[config.mk]
export PLATFORM = sky130hd
export DESIGN_NAME = histogram_top_k_select_unit
export DESIGN_NICKNAME = d
export VERILOG_FILES = /design/src/hw/rtl/htks_pkg.sv /design/src/hw/rtl/htks_ram.sv /design/src/hw/rtl/histogram_top_k_select_unit.sv
export SDC_FILE = /design/constraint.sdc
export NUM_CORES = 2
export LEC_CHECK = 0
export ABC_AREA = 1
export BUFFER_PORTS_ARGS = -buffer_cell sky130_fd_sc_hd__buf_2
export CAP_MARGIN = 10
export CORE_MARGIN = 8
export CORE_UTILIZATION = 45
export CTS_CLUSTER_SIZE = 24
export DETAILED_ROUTE_END_ITERATION = 8
export PLACE_DENSITY_LB_ADDON = 0.25
export SLEW_MARGIN = 20
export SYNTH_ARGS = -nofsm -noshare
export SYNTH_HDL_FRONTEND = slang
export SYNTH_SLANG_ARGS = --single-unit
[constraint.sdc]
create_clock -name clk -period 9.5 [get_ports clk]
set_clock_uncertainty 0.2 [all_clocks]
set_input_delay 0.95 -clock clk [delete_from_list [all_inputs] [get_ports clk]]
set_output_delay 0.95 -clock clk [all_outputs]
set_load 0.02 [all_outputs]
[src/hw/rtl/htks_pkg.sv]
// Shared types and constants of the histogram top-k selection unit.
`default_nettype none

package htks_pkg;

	localparam int MAX_VALUES_DEF = 64;
	localparam int COUNT_BITS_DEF = 16;

	localparam int VAL_W        = 7;
	localparam int RESULT_LIMIT = 64;

	localparam int APB_ADDR_W = 3;
	localparam int APB_DATA_W = 32;
	localparam int REG_IDX_W  = 1;

	localparam logic [REG_IDX_W-1:0] REG_NUM_VALUES = 1'd0;
	localparam logic [REG_IDX_W-1:0] REG_NUM_PICKS  = 1'd1;

	localparam logic [VAL_W-1:0] NUM_VALUES_RST = 7'd49;
	localparam logic [VAL_W-1:0] NUM_PICKS_RST  = 7'd6;

	typedef struct packed {
		logic [VAL_W-1:0] drawn_value;
		logic             last_draw;
	} draw_item_t;

	typedef struct packed {
		logic [VAL_W-1:0] picked_value;
		logic             final_pick;
	} pick_item_t;

endpackage

`default_nettype wire

[src/hw/rtl/htks_ram.sv]
// Generic single-write, single-read RAM with registered read data.
`default_nettype none

module htks_ram #(
	parameter int WIDTH = 16,
	parameter int DEPTH = 64
) (
	input  wire logic                     clk,
	input  wire logic                     we,
	input  wire logic [$clog2(DEPTH)-1:0] waddr,
	input  wire logic [WIDTH-1:0]         wdata,
	input  wire logic [$clog2(DEPTH)-1:0] raddr,
	output logic      [WIDTH-1:0]         rdata
);

	logic [WIDTH-1:0] mem [DEPTH];

	always_ff @(posedge clk) begin
		if (we) begin
			mem[waddr] <= wdata;
		end
		rdata <= mem[raddr];
	end

endmodule

`default_nettype wire

[src/hw/rtl/histogram_top_k_select_unit.sv]
// Top level of the histogram top-k selection unit: counting, scan sequencer, APB registers.
`default_nettype none

// Channel   | Direction | Handshake                 | Payload
// ----------+-----------+---------------------------+-------------------------------------
// draw      | in        | draw_valid / draw_stall   | drawn_value, last_draw
// pick      | out       | pick_valid / pick_stall   | picked_value, final_pick
// apb       | in / out  | psel, penable, pready     | paddr, pwdata (write), prdata (read)
//
// A draw reads the count RAM in its transfer cycle and writes it back in the next cycle.
// A draw flagged last then runs one scan per pick through the single count RAM read port,
// over span entries (span = min(num_values, MAX_VALUES)); a pick may wait under pick_stall.
// Counts and pick marks clear via flop valid bits, so reset needs no clearing pass. Draws
// stall while the block is busy.

module histogram_top_k_select_unit #(
	parameter int MAX_VALUES = htks_pkg::MAX_VALUES_DEF,
	parameter int COUNT_BITS = htks_pkg::COUNT_BITS_DEF
) (
	input  wire logic                             clk,
	input  wire logic                             arst_n,
	input  wire logic                             draw_valid,
	output logic                                  draw_stall,
	input  wire htks_pkg::draw_item_t             draw,
	output logic                                  pick_valid,
	input  wire logic                             pick_stall,
	output htks_pkg::pick_item_t                  pick,
	input  wire logic                             psel,
	input  wire logic                             penable,
	input  wire logic                             pwrite,
	input  wire logic [htks_pkg::APB_ADDR_W-1:0]  paddr,
	input  wire logic [htks_pkg::APB_DATA_W-1:0]  pwdata,
	output logic      [htks_pkg::APB_DATA_W-1:0]  prdata,
	output logic                                  pready
);

	import htks_pkg::*;

	localparam int IDX_W  = $clog2(MAX_VALUES);
	localparam int SPAN_W = $clog2(MAX_VALUES + 1);

	typedef enum logic [3:0] {
		ST_IDLE   = 4'b0001,
		ST_UPDATE = 4'b0010,
		ST_SCAN   = 4'b0100,
		ST_EMIT   = 4'b1000
	} state_t;

	state_t state_q, state_n;

	// Configuration registers
	logic [VAL_W-1:0] num_values_q;
	logic [VAL_W-1:0] num_picks_q;
	logic [REG_IDX_W-1:0] reg_idx;
	logic cfg_wr;

	// Histogram bookkeeping
	logic [MAX_VALUES-1:0] vld_q;
	logic [MAX_VALUES-1:0] picked_q;

	// Draw update
	logic [IDX_W-1:0] upd_idx_q;
	logic upd_hit_q;
	logic upd_last_q;

	// Scan
	logic [SPAN_W-1:0] scan_addr_q;
	logic scan_vld_s1;
	logic [IDX_W-1:0] scan_idx_s1;
	logic [COUNT_BITS-1:0] best_cnt_q;
	logic [IDX_W-1:0] best_idx_q;
	logic best_found_q;
	logic [VAL_W-1:0] pick_cnt_q;

	// Output register
	pick_item_t pick_q;

	// Combinational helpers
	logic [SPAN_W-1:0] span;
	logic [VAL_W-1:0] picks;
	logic [31:0] drawn_ext;
	logic draw_hit;
	logic [IDX_W-1:0] draw_idx;
	logic draw_xfer;
	logic pick_xfer;
	logic scan_issue;
	logic scan_done;
	logic [COUNT_BITS-1:0] upd_cur;
	logic [COUNT_BITS-1:0] scan_cur;
	logic scan_better;
	logic is_final;
	logic hist_clr;

	logic ram_we;
	logic [IDX_W-1:0] ram_raddr;
	logic [COUNT_BITS-1:0] ram_wdata;
	logic [COUNT_BITS-1:0] ram_rdata;

	// APB: writes complete in the access phase, no wait states
	assign pready  = 1'b1;
	assign reg_idx = paddr[APB_ADDR_W-1:2];
	assign cfg_wr  = psel & penable & pwrite & pready;

	always_comb begin
		prdata = '0;
		unique case (reg_idx)
			REG_NUM_VALUES: prdata = APB_DATA_W'(num_values_q);
			REG_NUM_PICKS:  prdata = APB_DATA_W'(num_picks_q);
			default:        prdata = '0;
		endcase
	end

	always_ff @(posedge clk or negedge arst_n) begin
		if (!arst_n) begin
			num_values_q <= NUM_VALUES_RST;
			num_picks_q  <= NUM_PICKS_RST;
		end else if (cfg_wr) begin
			unique case (reg_idx)
				REG_NUM_VALUES: num_values_q <= pwdata[VAL_W-1:0];
				REG_NUM_PICKS:  num_picks_q  <= pwdata[VAL_W-1:0];
				default:        ;
			endcase
		end
	end

	// Clamp the value range to the histogram depth and the pick count to the result limit
	always_comb begin
		if (32'(num_values_q) > 32'(MAX_VALUES)) begin
			span = SPAN_W'(MAX_VALUES);
		end else begin
			span = SPAN_W'(num_values_q);
		end
		if (32'(num_picks_q) > 32'(RESULT_LIMIT)) begin
			picks = VAL_W'(RESULT_LIMIT);
		end else begin
			picks = num_picks_q;
		end
	end

	// Draw decode: values 1..span map to entries 0..span-1
	assign drawn_ext = 32'(draw.drawn_value);
	assign draw_hit  = (drawn_ext != 32'd0) && (drawn_ext <= 32'(span));
	assign draw_idx  = IDX_W'(drawn_ext - 32'd1);

	assign draw_stall = (state_q != ST_IDLE);
	assign draw_xfer  = draw_valid & ~draw_stall;

	assign pick_valid = (state_q == ST_EMIT);
	assign pick       = pick_q;
	assign pick_xfer  = pick_valid & ~pick_stall;

	// An entry whose valid bit is clear reads as a zero count
	assign upd_cur  = vld_q[upd_idx_q] ? ram_rdata : '0;
	assign scan_cur = vld_q[scan_idx_s1] ? ram_rdata : '0;

	// Strict compare keeps the lowest value on ties and skips zero counts
	assign scan_better = scan_vld_s1 && !picked_q[scan_idx_s1] && (scan_cur > best_cnt_q);
	assign scan_issue  = (state_q == ST_SCAN) && (scan_addr_q < span);
	assign scan_done   = (state_q == ST_SCAN) && !scan_issue && !scan_vld_s1;
	assign is_final    = ((pick_cnt_q + 7'd1) == picks);

	// Drop the histogram after a last draw with no picks, or after the final pick
	assign hist_clr = ((state_q == ST_UPDATE) && upd_last_q && (picks == '0))
		|| (pick_xfer && is_final);

	// Count RAM: write back a saturating increment in the update cycle
	assign ram_we    = (state_q == ST_UPDATE) && upd_hit_q && (upd_cur != '1);
	assign ram_wdata = upd_cur + COUNT_BITS'(1);
	assign ram_raddr = (state_q == ST_SCAN) ? scan_addr_q[IDX_W-1:0] : draw_idx;

	htks_ram #(
		.WIDTH(COUNT_BITS),
		.DEPTH(MAX_VALUES)
	) u_count_ram (
		.clk  (clk),
		.we   (ram_we),
		.waddr(upd_idx_q),
		.wdata(ram_wdata),
		.raddr(ram_raddr),
		.rdata(ram_rdata)
	);

	always_comb begin
		state_n = state_q;
		unique case (state_q)
			ST_IDLE: begin
				if (draw_xfer) begin
					state_n = ST_UPDATE;
				end
			end
			ST_UPDATE: begin
				if (upd_last_q && (picks != '0)) begin
					state_n = ST_SCAN;
				end else begin
					state_n = ST_IDLE;
				end
			end
			ST_SCAN: begin
				if (scan_done) begin
					state_n = ST_EMIT;
				end
			end
			ST_EMIT: begin
				if (pick_xfer) begin
					state_n = is_final ? ST_IDLE : ST_SCAN;
				end
			end
			default: state_n = ST_IDLE;
		endcase
	end

	always_ff @(posedge clk or negedge arst_n) begin
		if (!arst_n) begin
			state_q      <= ST_IDLE;
			vld_q        <= '0;
			picked_q     <= '0;
			upd_hit_q    <= 1'b0;
			upd_last_q   <= 1'b0;
			scan_addr_q  <= '0;
			scan_vld_s1  <= 1'b0;
			best_cnt_q   <= '0;
			best_found_q <= 1'b0;
			pick_cnt_q   <= '0;
		end else begin
			state_q <= state_n;

			// Hold the draw while its count is read
			if (draw_xfer) begin
				upd_hit_q  <= draw_hit;
				upd_last_q <= draw.last_draw;
			end

			if (hist_clr) begin
				vld_q <= '0;
			end else if (ram_we) begin
				vld_q[upd_idx_q] <= 1'b1;
			end

			// Start the first pick of a run
			if ((state_q == ST_UPDATE) && upd_last_q) begin
				scan_addr_q  <= '0;
				best_cnt_q   <= '0;
				best_found_q <= 1'b0;
				pick_cnt_q   <= '0;
				// Zero picks: drop the pick marks at once
				if (picks == '0) begin
					picked_q <= '0;
				end
			end

			// Advance the scan one entry per cycle
			scan_vld_s1 <= scan_issue;
			if (scan_issue) begin
				scan_addr_q <= scan_addr_q + SPAN_W'(1);
			end
			if (scan_better) begin
				best_cnt_q   <= scan_cur;
				best_found_q <= 1'b1;
			end

			// Remove the winner from later picks
			if (scan_done && best_found_q) begin
				picked_q[best_idx_q] <= 1'b1;
			end

			if (pick_xfer) begin
				if (is_final) begin
					picked_q <= '0;
				end else begin
					pick_cnt_q   <= pick_cnt_q + 7'd1;
					scan_addr_q  <= '0;
					best_cnt_q   <= '0;
					best_found_q <= 1'b0;
				end
			end
		end
	end

	// Payload registers
	always_ff @(posedge clk) begin
		if (draw_xfer) begin
			upd_idx_q <= draw_idx;
		end
		if (scan_issue) begin
			scan_idx_s1 <= scan_addr_q[IDX_W-1:0];
		end
		if (scan_better) begin
			best_idx_q <= scan_idx_s1;
		end
		if (scan_done) begin
			pick_q.picked_value <= best_found_q ? VAL_W'(32'(best_idx_q) + 32'd1) : '0;
			pick_q.final_pick   <= is_final;
		end
	end

endmodule

`default_nettype wire
==> summary.txt <==
Outcome
  – Outcome: finished clean

Setup path
  – Crit end category: flop
  – Top cell family by delay on the critical path: buffers and inverters
  – Crit path kind: flop to flop
  – Most frequent CP cell: buf_4
  – Worst Path Required: 9.69 ns
  – Worst path max stage delay: 0.63 ns
  – CP Buf/Inv Count: 7
  – Slowest CP cell: buf_4
  – Critical Path Source Type: flop
  – Critical Path AT: 6.31 ns
  – CP max FO: 69
  – CP cell instances: buf_4 > inv_2 > nand2_1 > nand3_1 > nand2_1 > o21ai_1 > nand2_1 > nor2_2 > nand2_4 > nand2_2 > inv_1 > ha_2 > inv_1 > nor2_2 > nand2_2 > nor2_4 > nand2_2 > buf_4 > nand2_8 > buf_4 > nor3_2 > buf_4

Global routing
  – Global route overflow: 0
  – Largest net degree at the start of global routing: ~220
  – All-Layer GR Usage: 21.9%
  – First-pass GRT wire length: 222000 um
  – Vias in the first global route: 35.0k
  – Antenna violations before repair: 1

Timing
  – Final Hold Viols: 0
  – Post-Route Setup TNS: 0 ns
  – RSZ-0062 raised after global routing: no
  – Fmax: 0.163 GHz
  – Tmin final: 6.12 ns
  – Slew Limit Headroom: between 20 and 25%
  – Fin crit share: 64.4%
  – Worst-Margin Slew: around 1.2 ns
  – Slew Limit Fails: 0
  – Final worst slack: around 3.4 ns
  – Final Setup Violations: 0

Yosys
  – Top cell type's share of synthesized area: 57.8%
  – Synthesized flop and latch total: 1246
  – EDFF count, synth: around 1.1k
  – Top cells by count, synth: edfxtp_1, nand2_1, o21ai_0
  – Post-synth top flop: edfxtp_1
  – Gate Count Post-Synth: 4775
  – Most common cell in the netlist: edfxtp_1
  – Sequential area share after synthesis: between 60% and 70%
  – Synth cell types: 56
  – Synth Cell Area: about 55000 um2
  – Synth area leader: edfxtp_1
  – Synth warn: 0
  – Async set-or-reset flop fraction in the synthesized netlist: ~14%
  – Avg Cell Area, Syn: 11.4 um2
  – Synth area leaders: edfxtp_1, dfrtp_1, o211ai_1, o21ai_0, nand2_1

Clocking
  – # Post-CTS Setup Buffers: 0
  – Worst skew pair latency: 0.75 ns
  – Cts hold-fix bufs: 0
  – CTS tree: built
  – Root Buffer: clkbuf_16
  – Clk sink count: between 1k and 1.5k
  – Deepest level of the CTS H-tree: 4
  – Num CTS Buffers: 134
  – Clock transition at path regs: 0.06 ns
  – Max Buffers Root-to-Sink: 3
  – Cts repair resizes: 0

Detailed routing
  – Vias after detailed routing: between 30k and 40k
  – DRT antenna net count: 0
  – Vias per cell: 5.75
  – DR pass1 iterations: 6
  – Routed length per placed instance: 23.2 um
  – Routed wire length: 149000 um
  – Initial DRC Count: 3934
  – DRC violations left: 0

Pwr
  – Lkg Pwr: about 21 nW
  – Peak supply drop: roughly 180 uV
  – Power density over the cells: 244 nW/um2

Layout
  – Area grow syn2layout: 11.2%
  – Final nets: between 4k and 5k
  – Layout cells sized above 1: ~13%
  – ANT cells: 0

Floorplan
  – Initial Util: between 40% and 50%
  – Die area: about 130000 um2
  – Num rows: 127
  – Chip height: approximately 360 um
  – Core area: 120000 um2
  – Die W: 364 um
  – IO Pins: 93

Flow run
  – Max capacitance violation total: 0

Place
  – I/O Buffers: 39
  – Routability-driven placement congestion ratio: about 0.87
  – DP Wirelength: 83000 um
  – Pre-CTS setup slack: between 3 and 4 ns

Hold path
  – Worst Hold Class: input port to async pin
[sequential cells by signal (all words and copies together), names as in the netlist, 8 cells and up]
| signal | cells |
|---|---|
| u_count_ram.mem | 1024 |
| picked_q | 64 |
| vld_q | 64 |
| pick | 8 |
| best_cnt_q | 16 |
| u_count_ram.rdata | 16 |
[logic make-up (layout without fill, tap and decap cells)]
kind of cell,count (synthesis),after routing,synth area share (%)
buffers and inverters,578,606,4.53
adder cells (fa/ha/maj),35,35,0.803
flip-flops,1246,1246,66.7
AO/OA/AOI/OAI,1149,1149,12.9
AND/OR/NAND/NOR,1739,1739,14.7
XOR/XNOR,26,26,0.417
other,2,26,0.0138
[where the power goes]
part	switching [mW]	internal, mW	leakage (nW)
Clock	2.14	2.95	2.07
Sequential	0.229	6.65	11.9
Combinational	2.11	0.745	7.53
Total	4.48	10.3	21.5
[metrics by stage]
stage	std cells	utilization, %	power [mW]	hold slack [ns]	area, um2
CTS	6438	50.5	14.9	0.115	60600
detailed placement	6199	46.9	9.83	0.253	56400
floorplan	4799	-	8.75	0.221	54600
global placement	6199	46.9	9.76	0.248	56400
global route	6439	50.5	15.4	0.166	60700
finish	6439	50.5	14.8	0.0832	60700
[worst paths after layout]
kind                               from                 endpoint  slack (ns)  cells past startpoint
max in group asynchronous        arst_n              picked_q[3]        7.77                      3
setup reg to reg           upd_idx_q[0]  u_count_ram.mem[31][15]        3.38                     22
hold / removal                   arst_n          num_values_q[2]        0.08                      1
setup / recovery           upd_idx_q[0]  u_count_ram.mem[31][15]        3.38                     22
hold reg to reg            picked_q[14]             picked_q[14]        0.26                      2
min in group clk                draw[0]               upd_last_q        0.22                      3
[placed cells by master (no fill, tap or decap), types with 6 or more instances in the layout]
cell / netlist / final
buf_4: 34 / 90
o21ai_0: 569 / 568
dfrtp_1: 174 / 174
ha_1: 35 / 34
nor2_1: 442 / 415
nand3_2: 48 / 48
nor3_1: 16 / 16
nand2_1: 666 / 664
clkinv_2: 0 / 16
nand2_2: 5 / 6
o22ai_1: 21 / 21
a21oi_1: 54 / 52
o21ai_1: 13 / 11
o21bai_1: 48 / 48
xnor2_1: 14 / 8
clkinv_1: 4 / 22
clkbuf_16: 0 / 139
xnor2_2: 0 / 6
bufinv_16: 0 / 6
inv_1: 215 / 211
nor2_4: 3 / 11
nand4_1: 70 / 70
nor2_2: 6 / 25
conb_1: 2 / 26
o211ai_1: 421 / 421
o221ai_1: 9 / 9
clkbuf_1: 233 / 35
dfstp_2: 6 / 6
clkbuf_8: 0 / 13
nor3_2: 13 / 13
nand3_1: 282 / 282
dfxtp_1: 16 / 16
xor2_1: 12 / 7
or2_2: 177 / 177
edfxtp_1: 1050 / 1050
buf_2: 54 / 38
inv_2: 10 / 8
[final cells by class]
type                       count  area, um2
clock buffer                 186       3770
inverter                     232        900
sequential                  1246      36400
multi-input combinational   2975      16100
timing repair buffer         135       1010
fill                       10500      59400
tap                         1612       2020
clock inverter                53        485
[layer usage]
layer | up-vias | track usage [%] | share of wire [%]
met5 | - | 0 | 0
met4 | 0 | 8.98 | 4.0
met3 | 298 | 3.79 | 7.7
met2 | 1390 | 34.1 | 46
met1 | 18300 | 30.4 | 43
li1 | 17000 | - | -
[worst register-to-register path: cells and delay by family (launching register included)]
kind / cells / cell delay (ns)
flip-flops: 1 / 0.36
AND/OR/NAND/NOR: 13 / 2.20
AO/OA/AOI/OAI: 1 / 0.26
adder cells (fa/ha/maj): 1 / 0.18
buffers and inverters: 7 / 2.54
Power figures use the tool's default switching activity.
